<file path="src/hw/rtl/odss_pkg.sv">
// ----------------------------------------------------------------------------
// odss_pkg: shared types and constants of the spiral ordered-dither screen
// Field widths, command codes and the queued command format.
// ----------------------------------------------------------------------------
package odss_pkg;

    localparam int MAX_SIDE = 16;                       // largest screen side
    localparam int SIDE_W   = 5;                        // holds 1 .. MAX_SIDE
    localparam int IDX_W    = 4;                        // one screen coordinate
    localparam int ADDR_W   = 2 * IDX_W;                // {first, second} index
    localparam int DEPTH    = MAX_SIDE * MAX_SIDE;
    localparam int ENTRY_W  = 9;                        // ranks 1 .. 256
    localparam int COORD_W  = 12;
    localparam int CH_W     = 8;
    localparam int IN_W     = 2 * COORD_W + 3 * CH_W;   // 48, whole bytes
    localparam int OUT_W    = 3 * CH_W;                 // 24, whole bytes

    localparam logic [SIDE_W-1:0] SIDE_RESET = 5'd4;
    localparam logic [CH_W-1:0]   CH_ON      = 8'hFF;
    localparam logic [CH_W-1:0]   CH_OFF     = 8'h00;

    localparam logic MODE_REBUILD = 1'b0;
    localparam logic MODE_PIXEL   = 1'b1;

    typedef struct packed {
        logic               mode;
        logic [COORD_W-1:0] col_x;
        logic [COORD_W-1:0] row_y;
        logic [CH_W-1:0]    red;
        logic [CH_W-1:0]    green;
        logic [CH_W-1:0]    blue;
    } t_cmd;

endpackage

</file>
<file path="src/hw/rtl/odss_ram.sv">
// ----------------------------------------------------------------------------
// odss_ram: generic single-write, single-read RAM
// One write port, one read port, read data registered.
// ----------------------------------------------------------------------------
module odss_ram #(
    parameter int WIDTH = 9,
    parameter int DEPTH = 256
) (
    input  logic                     i_clk,
    input  logic                     i_we,
    input  logic [$clog2(DEPTH)-1:0] i_waddr,
    input  logic [WIDTH-1:0]         i_wdata,
    input  logic [$clog2(DEPTH)-1:0] i_raddr,
    output logic [WIDTH-1:0]         o_rdata
);

    logic [WIDTH-1:0] r_mem [DEPTH];
    logic [WIDTH-1:0] r_rdata;

    always_ff @(posedge i_clk) begin
        if (i_we) begin
            r_mem[i_waddr] <= i_wdata;
        end
        r_rdata <= r_mem[i_raddr];
    end

    assign o_rdata = r_rdata;

endmodule

</file>
<file path="src/hw/rtl/odss_front.sv">
// ----------------------------------------------------------------------------
// odss_front: input side of the dither screen
// Unpacks input beats into commands and holds them in a two-entry queue.
// ----------------------------------------------------------------------------
module odss_front (
    input  logic                          i_clk,
    input  logic                          i_rst_n,
    input  logic                          i_s_tvalid,
    output logic                          o_s_tready,
    input  logic [odss_pkg::IN_W-1:0]     i_s_tdata,
    input  logic [0:0]                    i_s_tuser,
    output logic                          o_cmd_valid,
    input  logic                          i_cmd_ready,
    output odss_pkg::t_cmd                o_cmd
);

    localparam int CW = odss_pkg::COORD_W;
    localparam int HW = odss_pkg::CH_W;

    odss_pkg::t_cmd r_q [2];
    odss_pkg::t_cmd w_in;
    logic           r_wp;
    logic           r_rp;
    logic [1:0]     r_cnt;
    logic           w_push;
    logic           w_pop;

    // decode the beat into a command
    always_comb begin
        w_in.mode  = i_s_tuser[0];
        w_in.col_x = i_s_tdata[CW-1:0];
        w_in.row_y = i_s_tdata[2*CW-1:CW];
        w_in.red   = i_s_tdata[2*CW+HW-1:2*CW];
        w_in.green = i_s_tdata[2*CW+2*HW-1:2*CW+HW];
        w_in.blue  = i_s_tdata[2*CW+3*HW-1:2*CW+2*HW];
    end

    assign o_s_tready  = (r_cnt != 2'd2);
    assign o_cmd_valid = (r_cnt != 2'd0);
    assign o_cmd       = r_q[r_rp];
    assign w_push      = i_s_tvalid && o_s_tready;
    assign w_pop       = o_cmd_valid && i_cmd_ready;

    always_ff @(posedge i_clk) begin
        if (!i_rst_n) begin
            r_wp  <= 1'b0;
            r_rp  <= 1'b0;
            r_cnt <= 2'd0;
        end else begin
            if (w_push) begin
                r_wp <= ~r_wp;
            end
            if (w_pop) begin
                r_rp <= ~r_rp;
            end
            case ({w_push, w_pop})
                2'b10:   r_cnt <= r_cnt + 2'd1;
                2'b01:   r_cnt <= r_cnt - 2'd1;
                default: r_cnt <= r_cnt;
            endcase
        end
    end

    always_ff @(posedge i_clk) begin
        if (w_push) begin
            r_q[r_wp] <= w_in;
        end
    end

endmodule

</file>
<file path="src/hw/rtl/odss_back.sv">
// ----------------------------------------------------------------------------
// odss_back: execution side of the dither screen
// Spiral walk that fills the screen RAM, pixel modulo/lookup/compare path,
// and the output register.
// ----------------------------------------------------------------------------
module odss_back (
    input  logic                           i_clk,
    input  logic                           i_rst_n,
    input  logic [odss_pkg::SIDE_W-1:0]    i_matrix_size,
    input  logic                           i_cmd_valid,
    output logic                           o_cmd_ready,
    input  odss_pkg::t_cmd                 i_cmd,
    output logic                           o_m_tvalid,
    input  logic                           i_m_tready,
    output logic [odss_pkg::OUT_W-1:0]     o_m_tdata,
    output logic [0:0]                     o_m_tuser
);

    localparam int SW = odss_pkg::SIDE_W;
    localparam int IW = odss_pkg::IDX_W;
    localparam int AW = odss_pkg::ADDR_W;
    localparam int EW = odss_pkg::ENTRY_W;
    localparam int HW = odss_pkg::CH_W;
    localparam int PW = HW + 2 * SW - 1;   // channel * (n*n+1), 17 bits
    localparam int KW = 2 * SW - 1;        // n*n, 9 bits

    typedef enum logic [4:0] {
        S_IDLE = 5'b00001,
        S_WALK = 5'b00010,
        S_MOD  = 5'b00100,
        S_READ = 5'b01000,
        S_CALC = 5'b10000
    } t_state;

    // (rem*16 + nib) mod side, one bit per restoring step
    function automatic logic [IW-1:0] f_mod_nib(input logic [IW-1:0] rem,
                                                input logic [IW-1:0] nib,
                                                input logic [SW-1:0] side);
        logic [SW-1:0] t;
        t = {1'b0, rem};
        for (int b = IW - 1; b >= 0; b--) begin
            t = {t[IW-1:0], nib[b]};
            if (t >= side) begin
                t = t - side;
            end
        end
        return t[IW-1:0];
    endfunction

    t_state          r_state, n_state;
    odss_pkg::t_cmd  r_cmd, n_cmd;
    logic [SW-1:0]   r_side, n_side;
    logic            r_built, n_built;
    logic [IW-1:0]   r_row, n_row;
    logic [IW-1:0]   r_col, n_col;
    logic [AW-1:0]   r_k, n_k;
    logic [EW-1:0]   r_rank, n_rank;
    logic [SW-1:0]   r_leg, n_leg;
    logic [SW-1:0]   r_step, n_step;
    logic            r_col_leg, n_col_leg;
    logic            r_fwd, n_fwd;
    logic [1:0]      r_mcnt, n_mcnt;
    logic [IW-1:0]   r_xm, n_xm;
    logic [IW-1:0]   r_ym, n_ym;
    logic [PW-1:0]   r_prod [3];
    logic            r_out_valid, n_out_valid;
    logic [HW-1:0]   r_out_r, r_out_g, r_out_b;
    logic            r_out_user;
    logic            w_load;

    logic [KW-1:0]   w_size;
    logic [KW-1:0]   w_scale;
    logic [KW-1:0]   w_half;
    logic [AW-1:0]   w_last;
    logic [AW-1:0]   w_half_m1;
    logic [SW-1:0]   w_clamp;
    logic [IW-1:0]   w_xnib, w_ynib;
    logic [PW-1:0]   w_thr;
    logic [EW-1:0]   w_entry;
    logic            w_we;

    // screen geometry from the side in use
    assign w_size    = KW'(r_side) * KW'(r_side);
    assign w_scale   = w_size + KW'(1);
    assign w_half    = KW'(({1'b0, w_size} + {{KW{1'b0}}, 1'b1}) >> 1);
    assign w_last    = AW'(w_size - KW'(1));
    assign w_half_m1 = AW'(w_half - KW'(1));
    assign w_thr     = {w_entry, {HW{1'b0}}};

    always_comb begin
        if (i_matrix_size == '0) begin
            w_clamp = SW'(1);
        end else if (i_matrix_size > SW'(odss_pkg::MAX_SIDE)) begin
            w_clamp = SW'(odss_pkg::MAX_SIDE);
        end else begin
            w_clamp = i_matrix_size;
        end
    end

    always_comb begin
        case (r_mcnt)
            2'd0: begin
                w_xnib = r_cmd.col_x[11:8];
                w_ynib = r_cmd.row_y[11:8];
            end
            2'd1: begin
                w_xnib = r_cmd.col_x[7:4];
                w_ynib = r_cmd.row_y[7:4];
            end
            default: begin
                w_xnib = r_cmd.col_x[3:0];
                w_ynib = r_cmd.row_y[3:0];
            end
        endcase
    end

    odss_ram #(
        .WIDTH (EW),
        .DEPTH (odss_pkg::DEPTH)
    ) u_screen (
        .i_clk   (i_clk),
        .i_we    (w_we),
        .i_waddr ({r_col, r_row}),
        .i_wdata (r_rank),
        .i_raddr ({r_xm, r_ym}),
        .o_rdata (w_entry)
    );

    assign w_load = (r_state == S_CALC) && (!r_out_valid || i_m_tready);

    always_comb begin
        n_state     = r_state;
        n_cmd       = r_cmd;
        n_side      = r_side;
        n_built     = r_built;
        n_row       = r_row;
        n_col       = r_col;
        n_k         = r_k;
        n_rank      = r_rank;
        n_leg       = r_leg;
        n_step      = r_step;
        n_col_leg   = r_col_leg;
        n_fwd       = r_fwd;
        n_mcnt      = r_mcnt;
        n_xm        = r_xm;
        n_ym        = r_ym;
        n_out_valid = r_out_valid && !i_m_tready;
        o_cmd_ready = 1'b0;
        w_we        = 1'b0;
        case (r_state)
            S_IDLE: begin
                o_cmd_ready = 1'b1;
                if (i_cmd_valid) begin
                    n_cmd = i_cmd;
                    if (i_cmd.mode == odss_pkg::MODE_REBUILD) begin
                        // walk starts at the centre, one step back on even sides
                        n_side    = w_clamp;
                        n_col     = IW'(w_clamp >> 1);
                        n_row     = IW'(w_clamp >> 1) - {{(IW-1){1'b0}}, ~w_clamp[0]};
                        n_k       = '0;
                        n_rank    = EW'(1);
                        n_leg     = SW'(1);
                        n_step    = '0;
                        n_col_leg = 1'b0;
                        n_fwd     = 1'b1;
                        n_state   = S_WALK;
                    end else begin
                        n_mcnt  = '0;
                        n_xm    = '0;
                        n_ym    = '0;
                        n_state = S_MOD;
                    end
                end
            end
            S_WALK: begin
                w_we = 1'b1;
                if (r_k == w_last) begin
                    n_built = 1'b1;
                    n_state = S_IDLE;
                end else begin
                    n_k    = r_k + AW'(1);
                    // odd ranks first, then even ranks from 2
                    n_rank = (r_k == w_half_m1) ? EW'(2) : r_rank + EW'(2);
                    if (!r_col_leg) begin
                        n_row = r_fwd ? r_row + IW'(1) : r_row - IW'(1);
                    end else begin
                        n_col = r_fwd ? r_col - IW'(1) : r_col + IW'(1);
                    end
                    if (r_step == r_leg - SW'(1)) begin
                        n_step    = '0;
                        n_col_leg = ~r_col_leg;
                        if (r_col_leg) begin
                            n_fwd = ~r_fwd;
                            n_leg = r_leg + SW'(1);
                        end
                    end else begin
                        n_step = r_step + SW'(1);
                    end
                end
            end
            S_MOD: begin
                n_xm = f_mod_nib(r_xm, w_xnib, r_side);
                n_ym = f_mod_nib(r_ym, w_ynib, r_side);
                if (r_mcnt == 2'd2) begin
                    n_state = S_READ;
                end else begin
                    n_mcnt = r_mcnt + 2'd1;
                end
            end
            S_READ: begin
                n_state = S_CALC;
            end
            S_CALC: begin
                if (w_load) begin
                    n_out_valid = 1'b1;
                    n_state     = S_IDLE;
                end
            end
            default: begin
                n_state = S_IDLE;
            end
        endcase
    end

    always_ff @(posedge i_clk) begin
        if (!i_rst_n) begin
            r_state     <= S_IDLE;
            r_side      <= SW'(1);
            r_built     <= 1'b0;
            r_row       <= '0;
            r_col       <= '0;
            r_k         <= '0;
            r_rank      <= '0;
            r_leg       <= SW'(1);
            r_step      <= '0;
            r_col_leg   <= 1'b0;
            r_fwd       <= 1'b1;
            r_mcnt      <= '0;
            r_out_valid <= 1'b0;
        end else begin
            r_state     <= n_state;
            r_side      <= n_side;
            r_built     <= n_built;
            r_row       <= n_row;
            r_col       <= n_col;
            r_k         <= n_k;
            r_rank      <= n_rank;
            r_leg       <= n_leg;
            r_step      <= n_step;
            r_col_leg   <= n_col_leg;
            r_fwd       <= n_fwd;
            r_mcnt      <= n_mcnt;
            r_out_valid <= n_out_valid;
        end
    end

    // payload: command, residues, products, result
    always_ff @(posedge i_clk) begin
        r_cmd <= n_cmd;
        r_xm  <= n_xm;
        r_ym  <= n_ym;
        if (r_state == S_MOD) begin
            r_prod[0] <= PW'(r_cmd.red)   * PW'(w_scale);
            r_prod[1] <= PW'(r_cmd.green) * PW'(w_scale);
            r_prod[2] <= PW'(r_cmd.blue)  * PW'(w_scale);
        end
        if (w_load) begin
            r_out_user <= r_built;
            r_out_r    <= (r_built && r_prod[0] > w_thr) ? odss_pkg::CH_ON : odss_pkg::CH_OFF;
            r_out_g    <= (r_built && r_prod[1] > w_thr) ? odss_pkg::CH_ON : odss_pkg::CH_OFF;
            r_out_b    <= (r_built && r_prod[2] > w_thr) ? odss_pkg::CH_ON : odss_pkg::CH_OFF;
        end
    end

    assign o_m_tvalid   = r_out_valid;
    assign o_m_tdata    = {r_out_b, r_out_g, r_out_r};
    assign o_m_tuser[0] = r_out_user;

endmodule

</file>
<file path="src/hw/rtl/ordered_dither_spiral_screen_unit.sv">
// ----------------------------------------------------------------------------
// ordered_dither_spiral_screen_unit: spiral ordered-dither screen
// Builds an n-by-n threshold screen by an outward spiral and thresholds
// RGB pixels against it.
// ----------------------------------------------------------------------------
// Usage:
//  - Config channel (i_cfg_valid/o_cfg_ready/i_cfg_data): side n of the screen,
//    0 acts as 1, above 16 acts as 16. Write only while the unit is idle.
//  - Input stream: tuser = mode. Mode 0 rebuilds the screen from the current
//    side and yields no output beat; mode 1 dithers one pixel and yields
//    exactly one output beat.
//  - Output stream: each channel is 0 or 255, tuser says whether a screen
//    had been built before that pixel (all zero if not).
//  - A pixel passes through the back end in order: queue pop, three 4-bit
//    modulo steps, RAM read, compare. The back end takes the next command
//    only once the result is loaded into the output register.
//  - A rebuild holds the back end for the whole walk, one RAM write per cell.
//  - A two-entry command queue sits between the input side and the back end,
//    so up to two input beats are still taken while the back end is busy or
//    its output register waits on m_axis_tready.
//  - Reset: queue and output emptied, no screen built, side back to 4.
//    Screen RAM contents are not cleared; pixels before a rebuild are
//    answered from the no-screen path.
// ----------------------------------------------------------------------------
module ordered_dither_spiral_screen_unit (
    input  logic                          i_clk,
    input  logic                          i_rst_n,
    // configuration
    input  logic                          i_cfg_valid,
    output logic                          o_cfg_ready,
    input  logic [odss_pkg::SIDE_W-1:0]   i_cfg_data,    // matrix_size
    // input stream
    input  logic                          s_axis_tvalid,
    output logic                          s_axis_tready,
    // [11:0] col_x, [23:12] row_y, [31:24] red_in, [39:32] green_in,
    // [47:40] blue_in
    input  logic [odss_pkg::IN_W-1:0]     s_axis_tdata,
    input  logic [0:0]                    s_axis_tuser,  // [0] mode
    // output stream
    output logic                          m_axis_tvalid,
    input  logic                          m_axis_tready,
    // [7:0] red_out, [15:8] green_out, [23:16] blue_out
    output logic [odss_pkg::OUT_W-1:0]    m_axis_tdata,
    output logic [0:0]                    m_axis_tuser   // [0] screen_valid
);

    logic [odss_pkg::SIDE_W-1:0] r_matrix_size;
    odss_pkg::t_cmd              w_cmd;
    logic                        w_cmd_valid;
    logic                        w_cmd_ready;

    // config register is always writable
    assign o_cfg_ready = 1'b1;

    always_ff @(posedge i_clk) begin
        if (!i_rst_n) begin
            r_matrix_size <= odss_pkg::SIDE_RESET;
        end else if (i_cfg_valid) begin
            r_matrix_size <= i_cfg_data;
        end
    end

    odss_front u_front (
        .i_clk       (i_clk),
        .i_rst_n     (i_rst_n),
        .i_s_tvalid  (s_axis_tvalid),
        .o_s_tready  (s_axis_tready),
        .i_s_tdata   (s_axis_tdata),
        .i_s_tuser   (s_axis_tuser),
        .o_cmd_valid (w_cmd_valid),
        .i_cmd_ready (w_cmd_ready),
        .o_cmd       (w_cmd)
    );

    odss_back u_back (
        .i_clk         (i_clk),
        .i_rst_n       (i_rst_n),
        .i_matrix_size (r_matrix_size),
        .i_cmd_valid   (w_cmd_valid),
        .o_cmd_ready   (w_cmd_ready),
        .i_cmd         (w_cmd),
        .o_m_tvalid    (m_axis_tvalid),
        .i_m_tready    (m_axis_tready),
        .o_m_tdata     (m_axis_tdata),
        .o_m_tuser     (m_axis_tuser)
    );

    // output register comes out of reset empty
    a_reset_empty: assert property (@(posedge i_clk)
        !i_rst_n |=> !m_axis_tvalid)
        else $error("output valid after reset");

    // every channel is fully on or fully off
    a_binary_out: assert property (@(posedge i_clk) disable iff (!i_rst_n)
        m_axis_tvalid |->
            (m_axis_tdata[7:0]   == 8'h00 || m_axis_tdata[7:0]   == 8'hFF) &&
            (m_axis_tdata[15:8]  == 8'h00 || m_axis_tdata[15:8]  == 8'hFF) &&
            (m_axis_tdata[23:16] == 8'h00 || m_axis_tdata[23:16] == 8'hFF))
        else $error("dithered channel not 0 or 255");

    // no screen built means an all-dark pixel
    a_no_screen_dark: assert property (@(posedge i_clk) disable iff (!i_rst_n)
        m_axis_tvalid && !m_axis_tuser[0] |-> m_axis_tdata == '0)
        else $error("pixel lit without a screen");

endmodule

</file>
<file path="config.mk">
export PLATFORM = sky130hd
export DESIGN_NAME = ordered_dither_spiral_screen_unit
export DESIGN_NICKNAME = d
export VERILOG_FILES = /design/src/hw/rtl/odss_pkg.sv /design/src/hw/rtl/odss_ram.sv /design/src/hw/rtl/odss_front.sv /design/src/hw/rtl/odss_back.sv /design/src/hw/rtl/ordered_dither_spiral_screen_unit.sv
export SDC_FILE = /design/constraint.sdc
export NUM_CORES = 2
export LEC_CHECK = 0
export ABC_AREA = 1
export BUFFER_PORTS_ARGS = -buffer_cell sky130_fd_sc_hd__buf_2
export CAP_MARGIN = 20
export CORE_MARGIN = 3
export CORE_UTILIZATION = 55
export CTS_BUF_LIST = sky130_fd_sc_hd__clkbuf_16
export CTS_CLUSTER_SIZE = 30
export DETAILED_ROUTE_END_ITERATION = 8
export PLACE_DENSITY_LB_ADDON = 0.12
export SYNTH_ARGS = -nofsm -noshare
export SYNTH_HDL_FRONTEND = slang
export SYNTH_SLANG_ARGS = --single-unit
</file>
<file path="constraint.sdc">
create_clock -name i_clk -period 12.6 [get_ports i_clk]
set_input_delay 0.63 -clock i_clk [delete_from_list [all_inputs] [get_ports i_clk]]
set_output_delay 0.63 -clock i_clk [all_outputs]
set_load 0.1 [all_outputs]
</file>
## Word level (Yosys, flattened, before mapping)

Memories as Yosys holds them, arrays and structs flattened. A register that Yosys moved wholly into a read port is not among the register bits.
Cells that the tools add are included.

| word-level totals | value |
|---|---|
| memory bits (writable) | 2,453 |
| register bits | 141 |
| memories | 3 |
| logic and storage cells | 220 |
| output and inout port bits | 28 |
| bits of input ports | 59 |

| cells by class | value |
|---|---|
| reductions and logical operators | 27 |
| eq/ne operators | 24 |
| multiplexer cells | 91 |
| $add $sub $neg | 25 |
| bitwise logic cells | 6 |
| multipliers | 4 |
| order comparisons | 12 |

Memory list:

| name | depth | bits a word | rd ports | clocked after Yosys merged registers in | wr ports | RTL line | text |
|---|---|---|---|---|---|---|---|
| u_back.u_screen.r_mem | 256 | 9 | 1 | 1 | 1 | odss_ram.sv:17 | `logic [WIDTH-1:0] r_mem [DEPTH];` |
| u_front.r_q | 2 | 49 | 1 | 1 | 1 | odss_front.sv:20 | `odss_pkg::t_cmd r_q [2];` |
| u_back.r_prod | 3 | 17 | 3 | 0 | 3 | odss_back.sv:65 | `logic [PW-1:0] r_prod [3];` |

Operators by type and width:

| cell | number |
|---|---|
| $mux 4 | 26 |
| $mux 5 | 15 |
| $gt 17x17->1 | 3 |
| $mul 8x9->17 | 3 |
| $mux 8 | 6 |
| $pmux 4 s2 | 6 |
| $ge 5x5->1 | 8 |
| $mux 9 | 4 |
| $sub 4x4->4 | 8 |
| $pmux 5 s5 | 1 |
| $mux 1 | 21 |
| $pmux 5 s2 | 2 |
| $add 9x1->9 const B | 2 |
| $pmux 9 s2 | 1 |
| $eq 8x8->1 | 2 |
| $pmux 8 s2 | 1 |
| $sub 8x1->8 const B | 2 |
| $reduce_and 5->1 | 3 |
| $ne 2x1->1 const B | 6 |
| $ne 2x2->1 const B | 6 |
| $reduce_and 4->1 | 3 |
| $add 5x1->5 const B | 2 |
| $add 9x2->9 const B | 1 |
| $mul 5x5->9 | 1 |
| 30 further kinds | 56 |

## Depth between registers and ports, before layout

| depth | value |
|---|---|
| word-level depth | 14 |
| depth in mapped cells | 37 |
| mapped depth without buffers | 36 |

## Hierarchy

From an unflattened synthesis, not the netlist that was laid out.

| second synthesis, totals | value |
|---|---|
| cell total of the unflattened synthesis | 10,032 |
| area total of the unflattened synthesis | 113,965.6 um^2 |

Modules (own cells, without submodules):

| module | sequential area each (um^2) | area an instance (um^2) | cells an instance | times used |
|---|---|---|---|---|
| odss_ram | 69,366.5 | 93,519.7 | 7,826 | 1 |
| odss_back | 4,354.2 | 16,415.7 | 1,986 | 1 |
| odss_front | 3,042.9 | 3,816.2 | 188 | 1 |
| ordered_dither_spiral_screen_unit | 100.1 | 214.0 | 32 | 1 |

## Worst setup path before layout

Ideal clock, no wire load.

| timing | value |
|---|---|
| path type | flip-flop to flip-flop |
| start point | register u_back.r_side[0] |
| end point | memory u_back.r_prod[0][15] in the netlist's numbering (data pin) |
| slack | 4.882 ns |
| required time | 12.340 ns |
| cell stages (with the launch flop) | 35 |
| arrival time | 7.457 ns |
| period minus slack after synthesis | 7.718 ns |
| library setup time | 0.260 ns |
| path buffers | 4 |
| cells stage by stage | dfxtp_1 > buf_2 > clkbuf_1 > clkbuf_1 > nand2_1 > fa_1 > fa_1 > inv_1 > ha_1 > a31o_2 > ha_1 > nand2_1 > nand2_1 > a21oi_1 > nand3_1 > nand2_1 > clkbuf_1 > nor2_1 > fa_1 > inv_1 > fa_1 > inv_1 > fa_1 > inv_1 > fa_1 > inv_1 > ha_1 > nand2_1 > o21ai_0 > a21oi_1 > o21ai_0 > a21oi_1 > nor2_1 > nor2_1 > xor2_1 |

RTL lines:

| what | RTL line | text |
|---|---|---|
| from (decl) | odss_back.sv:52 | `logic [SW-1:0] r_side, n_side;` |
| from (signal assigned) | odss_back.sv:242 | `r_side <= n_side;` |
| to (decl) | odss_back.sv:65 |  |

==> results by group <==
Logic synthesis
  – Synth cell types: 53
  – Top FF cell, synth: edfxtp_1
  – Number of synthesized flops with an enable pin: 2513
  – #FFs+latches synth: 2583
  – Most numerous cell in the Yosys netlist: edfxtp_1
  – Synth Area per Inst: 11.9 um^2
  – Synth warnings: 0
  – Share of the synthesized area in the top cell type: 67.7%
  – Post-synth ARST share: 0%
  – Post-synth top cells: edfxtp_1 (2513), nor2_1 (1624), o21ai_0 (1237)
  – Seq/Total Area, Yosys: 69.0%
  – Cells after Synth: 9341
  – Cell Area, Synth: around 110000 um^2
  – Area leader, netlist: edfxtp_1
  – Largest cells by area after synthesis: edfxtp_1 (68%), o21ai_0 (5.6%), nor2_1 (5.5%)

Critical path
  – CP startpoint kind: flop
  – Path depth of the worst reg2reg path: 32
  – Most frequent CP cell: inv_1
  – FF-to-FF End: u_back.r_prod[0][15]
  – Cell family with most CP delay: adder cells
  – Max incr delay on CP: 580 ps
  – Critical path type: reg -> reg
  – Crit. End Element: flop
  – CP arrival: between 8000 and 9000 ps
  – Crit-path max FO: 65
  – Critical Path RT: 13270 ps
  – R2R Path Start: u_back.r_side[0]
  – Worst path slowest cell: buf_4
  – R2R Setup Slk: 5040 ps
  – CP Buf/Inv Count: 8

Hold path
  – Worst hold endpoint: r_matrix_size[1]
  – Source of the worst hold timing path: i_cfg_valid
  – Hold depth: 3
  – Min-Delay Path Class: in -> reg

STA
  – Final max-slew violation count: 0
  – Setup WS post-layout: 5040 ps
  – Final setup vio count: 0
  – Slew margin rel.: 19.2%
  – Clock skew: 72.8 ps
  – Tcrit/Tclk final: 60.0%
  – Crit path time final: between 7000 and 8000 ps
  – Worst-Margin Slew: 1210 ps
  – RSZ-0062 raised after global routing: no
  – Final hold vios: 0
  – Final Hold Slack: around 67 ps
  – Setup TNS: 0 ps
  – Max Freq: 132 MHz

Finish
  – Fraction of layout cells with a size suffix above 1: 6.78%
  – Synth-to-layout area growth: 10.3%
  – Layout fillers: 15.6k
  – Final core occ: between 60% and 70%
  – Total Nets Final: 9665
  – Area of the multi-input gates: 30800 um^2
  – FF/Latch Area: approximately 77000 um^2

Placement
  – HPWL Detailed: between 150 and 200 mm
  – Port-buffer cells: 85
  – Final weighted congestion in routability-driven placement: 0.847
  – Dpl ws: 5010 ps

Clock tree
  – Clk Tree Root Cell: clkbuf_16
  – Clk_lat worst skew: approximately 960 ps
  – Num CTS Buffers: 283
  – Clock Tree Buf Depth: 4
  – CTS tree: built
  – Clock transition at path regs: 60 ps
  – # resized after CTS: 0
  – CTS H-tree lvls: 5
  – Sinks on Clock Net: 2583

Global route
  – Largest net degree at the start of global routing: ~230
  – Grt total ovfl: 0
  – Number of global-route vias before repair: 71.3k
  – Total track usage: approximately 28%
  – Initial antenna violation count: 7
  – Global-route wire length before repair: about 440 mm

Floorplanning
  – Core area: between 200000 and 250000 um^2
  – Ports: between 80 and 90
  – Die Wd: 456 um
  – Die area: about 210000 um^2
  – Die Y: 456 um
  – Initial core utilization: 55.5%
  – Num rows: roughly 160

Detailed routing
  – DR iter-0 viols: 8739
  – Final WL: 296 mm
  – Via density: 6.10
  – Routed len/inst: between 20 and 25 um
  – Via count: 74.0k
  – Antenna viol nets, final: 0
  – DRC viols: 0
  – Drt pass-1 iters: 6

Power and ir drop
  – Maximum vdd drop: between 0.3 and 0.4 mV
  – PwrDens: 246 nW/um^2
  – P_leak: 42.5 nW

Job
  – Max-cap violations: 0

Status
  – Status: finished clean
cells in the final DEF, fill, tap and decap left out, types with 46 or more instances in the layout:
cell	count
edfxtp_1	2513
nor2_1	1621
o21ai_0	1237
nand2_1	1010
nand3_1	617
o22ai_1	576
inv_1	429
clkbuf_16	291
ha_1	198
fa_1	133
a21oi_1	121
buf_2	85
buf_4	82
clkinv_1	71
dfxtp_1	59
dlygate4sd3_1	55
mux2_2	48
xor2_1	46
through the flow:
| stage | power [mW] | cells | instance area, um^2 |
|---|---|---|---|
| global placement | 22.3 | 11586 | 114000 |
| floorplan | 18.9 | 9347 | 111000 |
| CTS | 30.3 | 12126 | 123000 |
| global route | 32.2 | 12130 | 123000 |
| detailed placement | 22.6 | 11588 | 114000 |
| finish | 30.3 | 12132 | 123000 |
worst min-delay path: cells and delay by family:
kind            cells  cell delay (ps)
compound gates      1               90
buf+inv             1              110
simple gates        1               80
layer usage:
| metal | up-vias | track usage [%] | routed length, um |
|---|---|---|---|
| li1 | 33382 | - | - |
| met3 | 562 | 5.39 | 28000 |
| met2 | 3488 | 43.7 | 137000 |
| met4 | 10 | 9.31 | 9370 |
| met1 | 36541 | 39.4 | 121000 |
| met5 | - | 0 | 71 |
flip-flops by register name, indices dropped and copies added (netlist names), 2 cells and up, named ones only:
name                     count
u_back.u_screen.r_mem     2304
r_matrix_size                5
u_back.r_leg                 5
u_front.r_q                 98
u_back.r_cmd                48
u_back.r_mcnt                2
u_back.r_rank                9
u_back.r_xm                  4
u_back.r_state               5
u_back.r_step                5
u_back.r_k                   8
u_back.r_prod               51
u_back.r_row                 4
u_back.r_col                 4
u_front.r_cnt                2
u_back.r_ym                  4
u_back.r_side                5
u_back.u_screen.o_rdata      9
logic make-up after synthesis:
kind of cell             synth area share, %
buffers and inverters                   3.45
multiplexers                           0.512
AND/OR/NAND/NOR                         12.2
other                                0.00674
flip-flops                              69.0
adder cells (fa/ha/maj)                 4.61
XOR/XNOR                               0.589
AO/OA/AOI/OAI                           9.67
worst max-delay path by stage:
stage | slack (ps) | endpoint | depth (start not counted) | start
finish | 5040 | u_back.r_prod[0][15] | 32 | u_back.r_side[0]
global route | 4470 | u_back.r_prod[0][15] | 32 | u_back.r_side[0]
CTS | 5020 | u_back.r_prod[0][48] | 29 | u_back.r_side[0]
global placement | 5010 | u_back.r_prod[0][33] | 34 | u_back.r_side[0]
floorplan | 4880 | u_back.r_prod[0][15] | 34 | u_back.r_side[0]
detailed placement | 5010 | u_back.r_prod[0][15] | 32 | u_back.r_side[0]
layout make-up:
type / count / share of cell area, %
Antenna cell: 3 / 0.00611
Clock buffer: 291 / 5.92
Clock inverter: 192 / 0.956
Inverter: 370 / 1.15
Multi-Input combinational cell: 5796 / 25.1
Sequential cell: 2583 / 62.6
Tap cell: 2656 / 2.70
Timing Repair Buffer: 241 / 1.60
power breakdown:
group / total, mW / switching (mW) / internal, mW
clock: 7.66 / 3.24 / 4.42
sequential: 10.1 / 0.225 / 9.89
combinational: 12.5 / 8.69 / 3.82
total: 30.3 / 12.2 / 18.1
repair_timing:
action	CTS	global route
hold buffers	55	0
endpoints found under the setup margin	0	0
setup buffers	0	0
hold endpoints to repair	102	0
(Power assumes the default switching activity.)
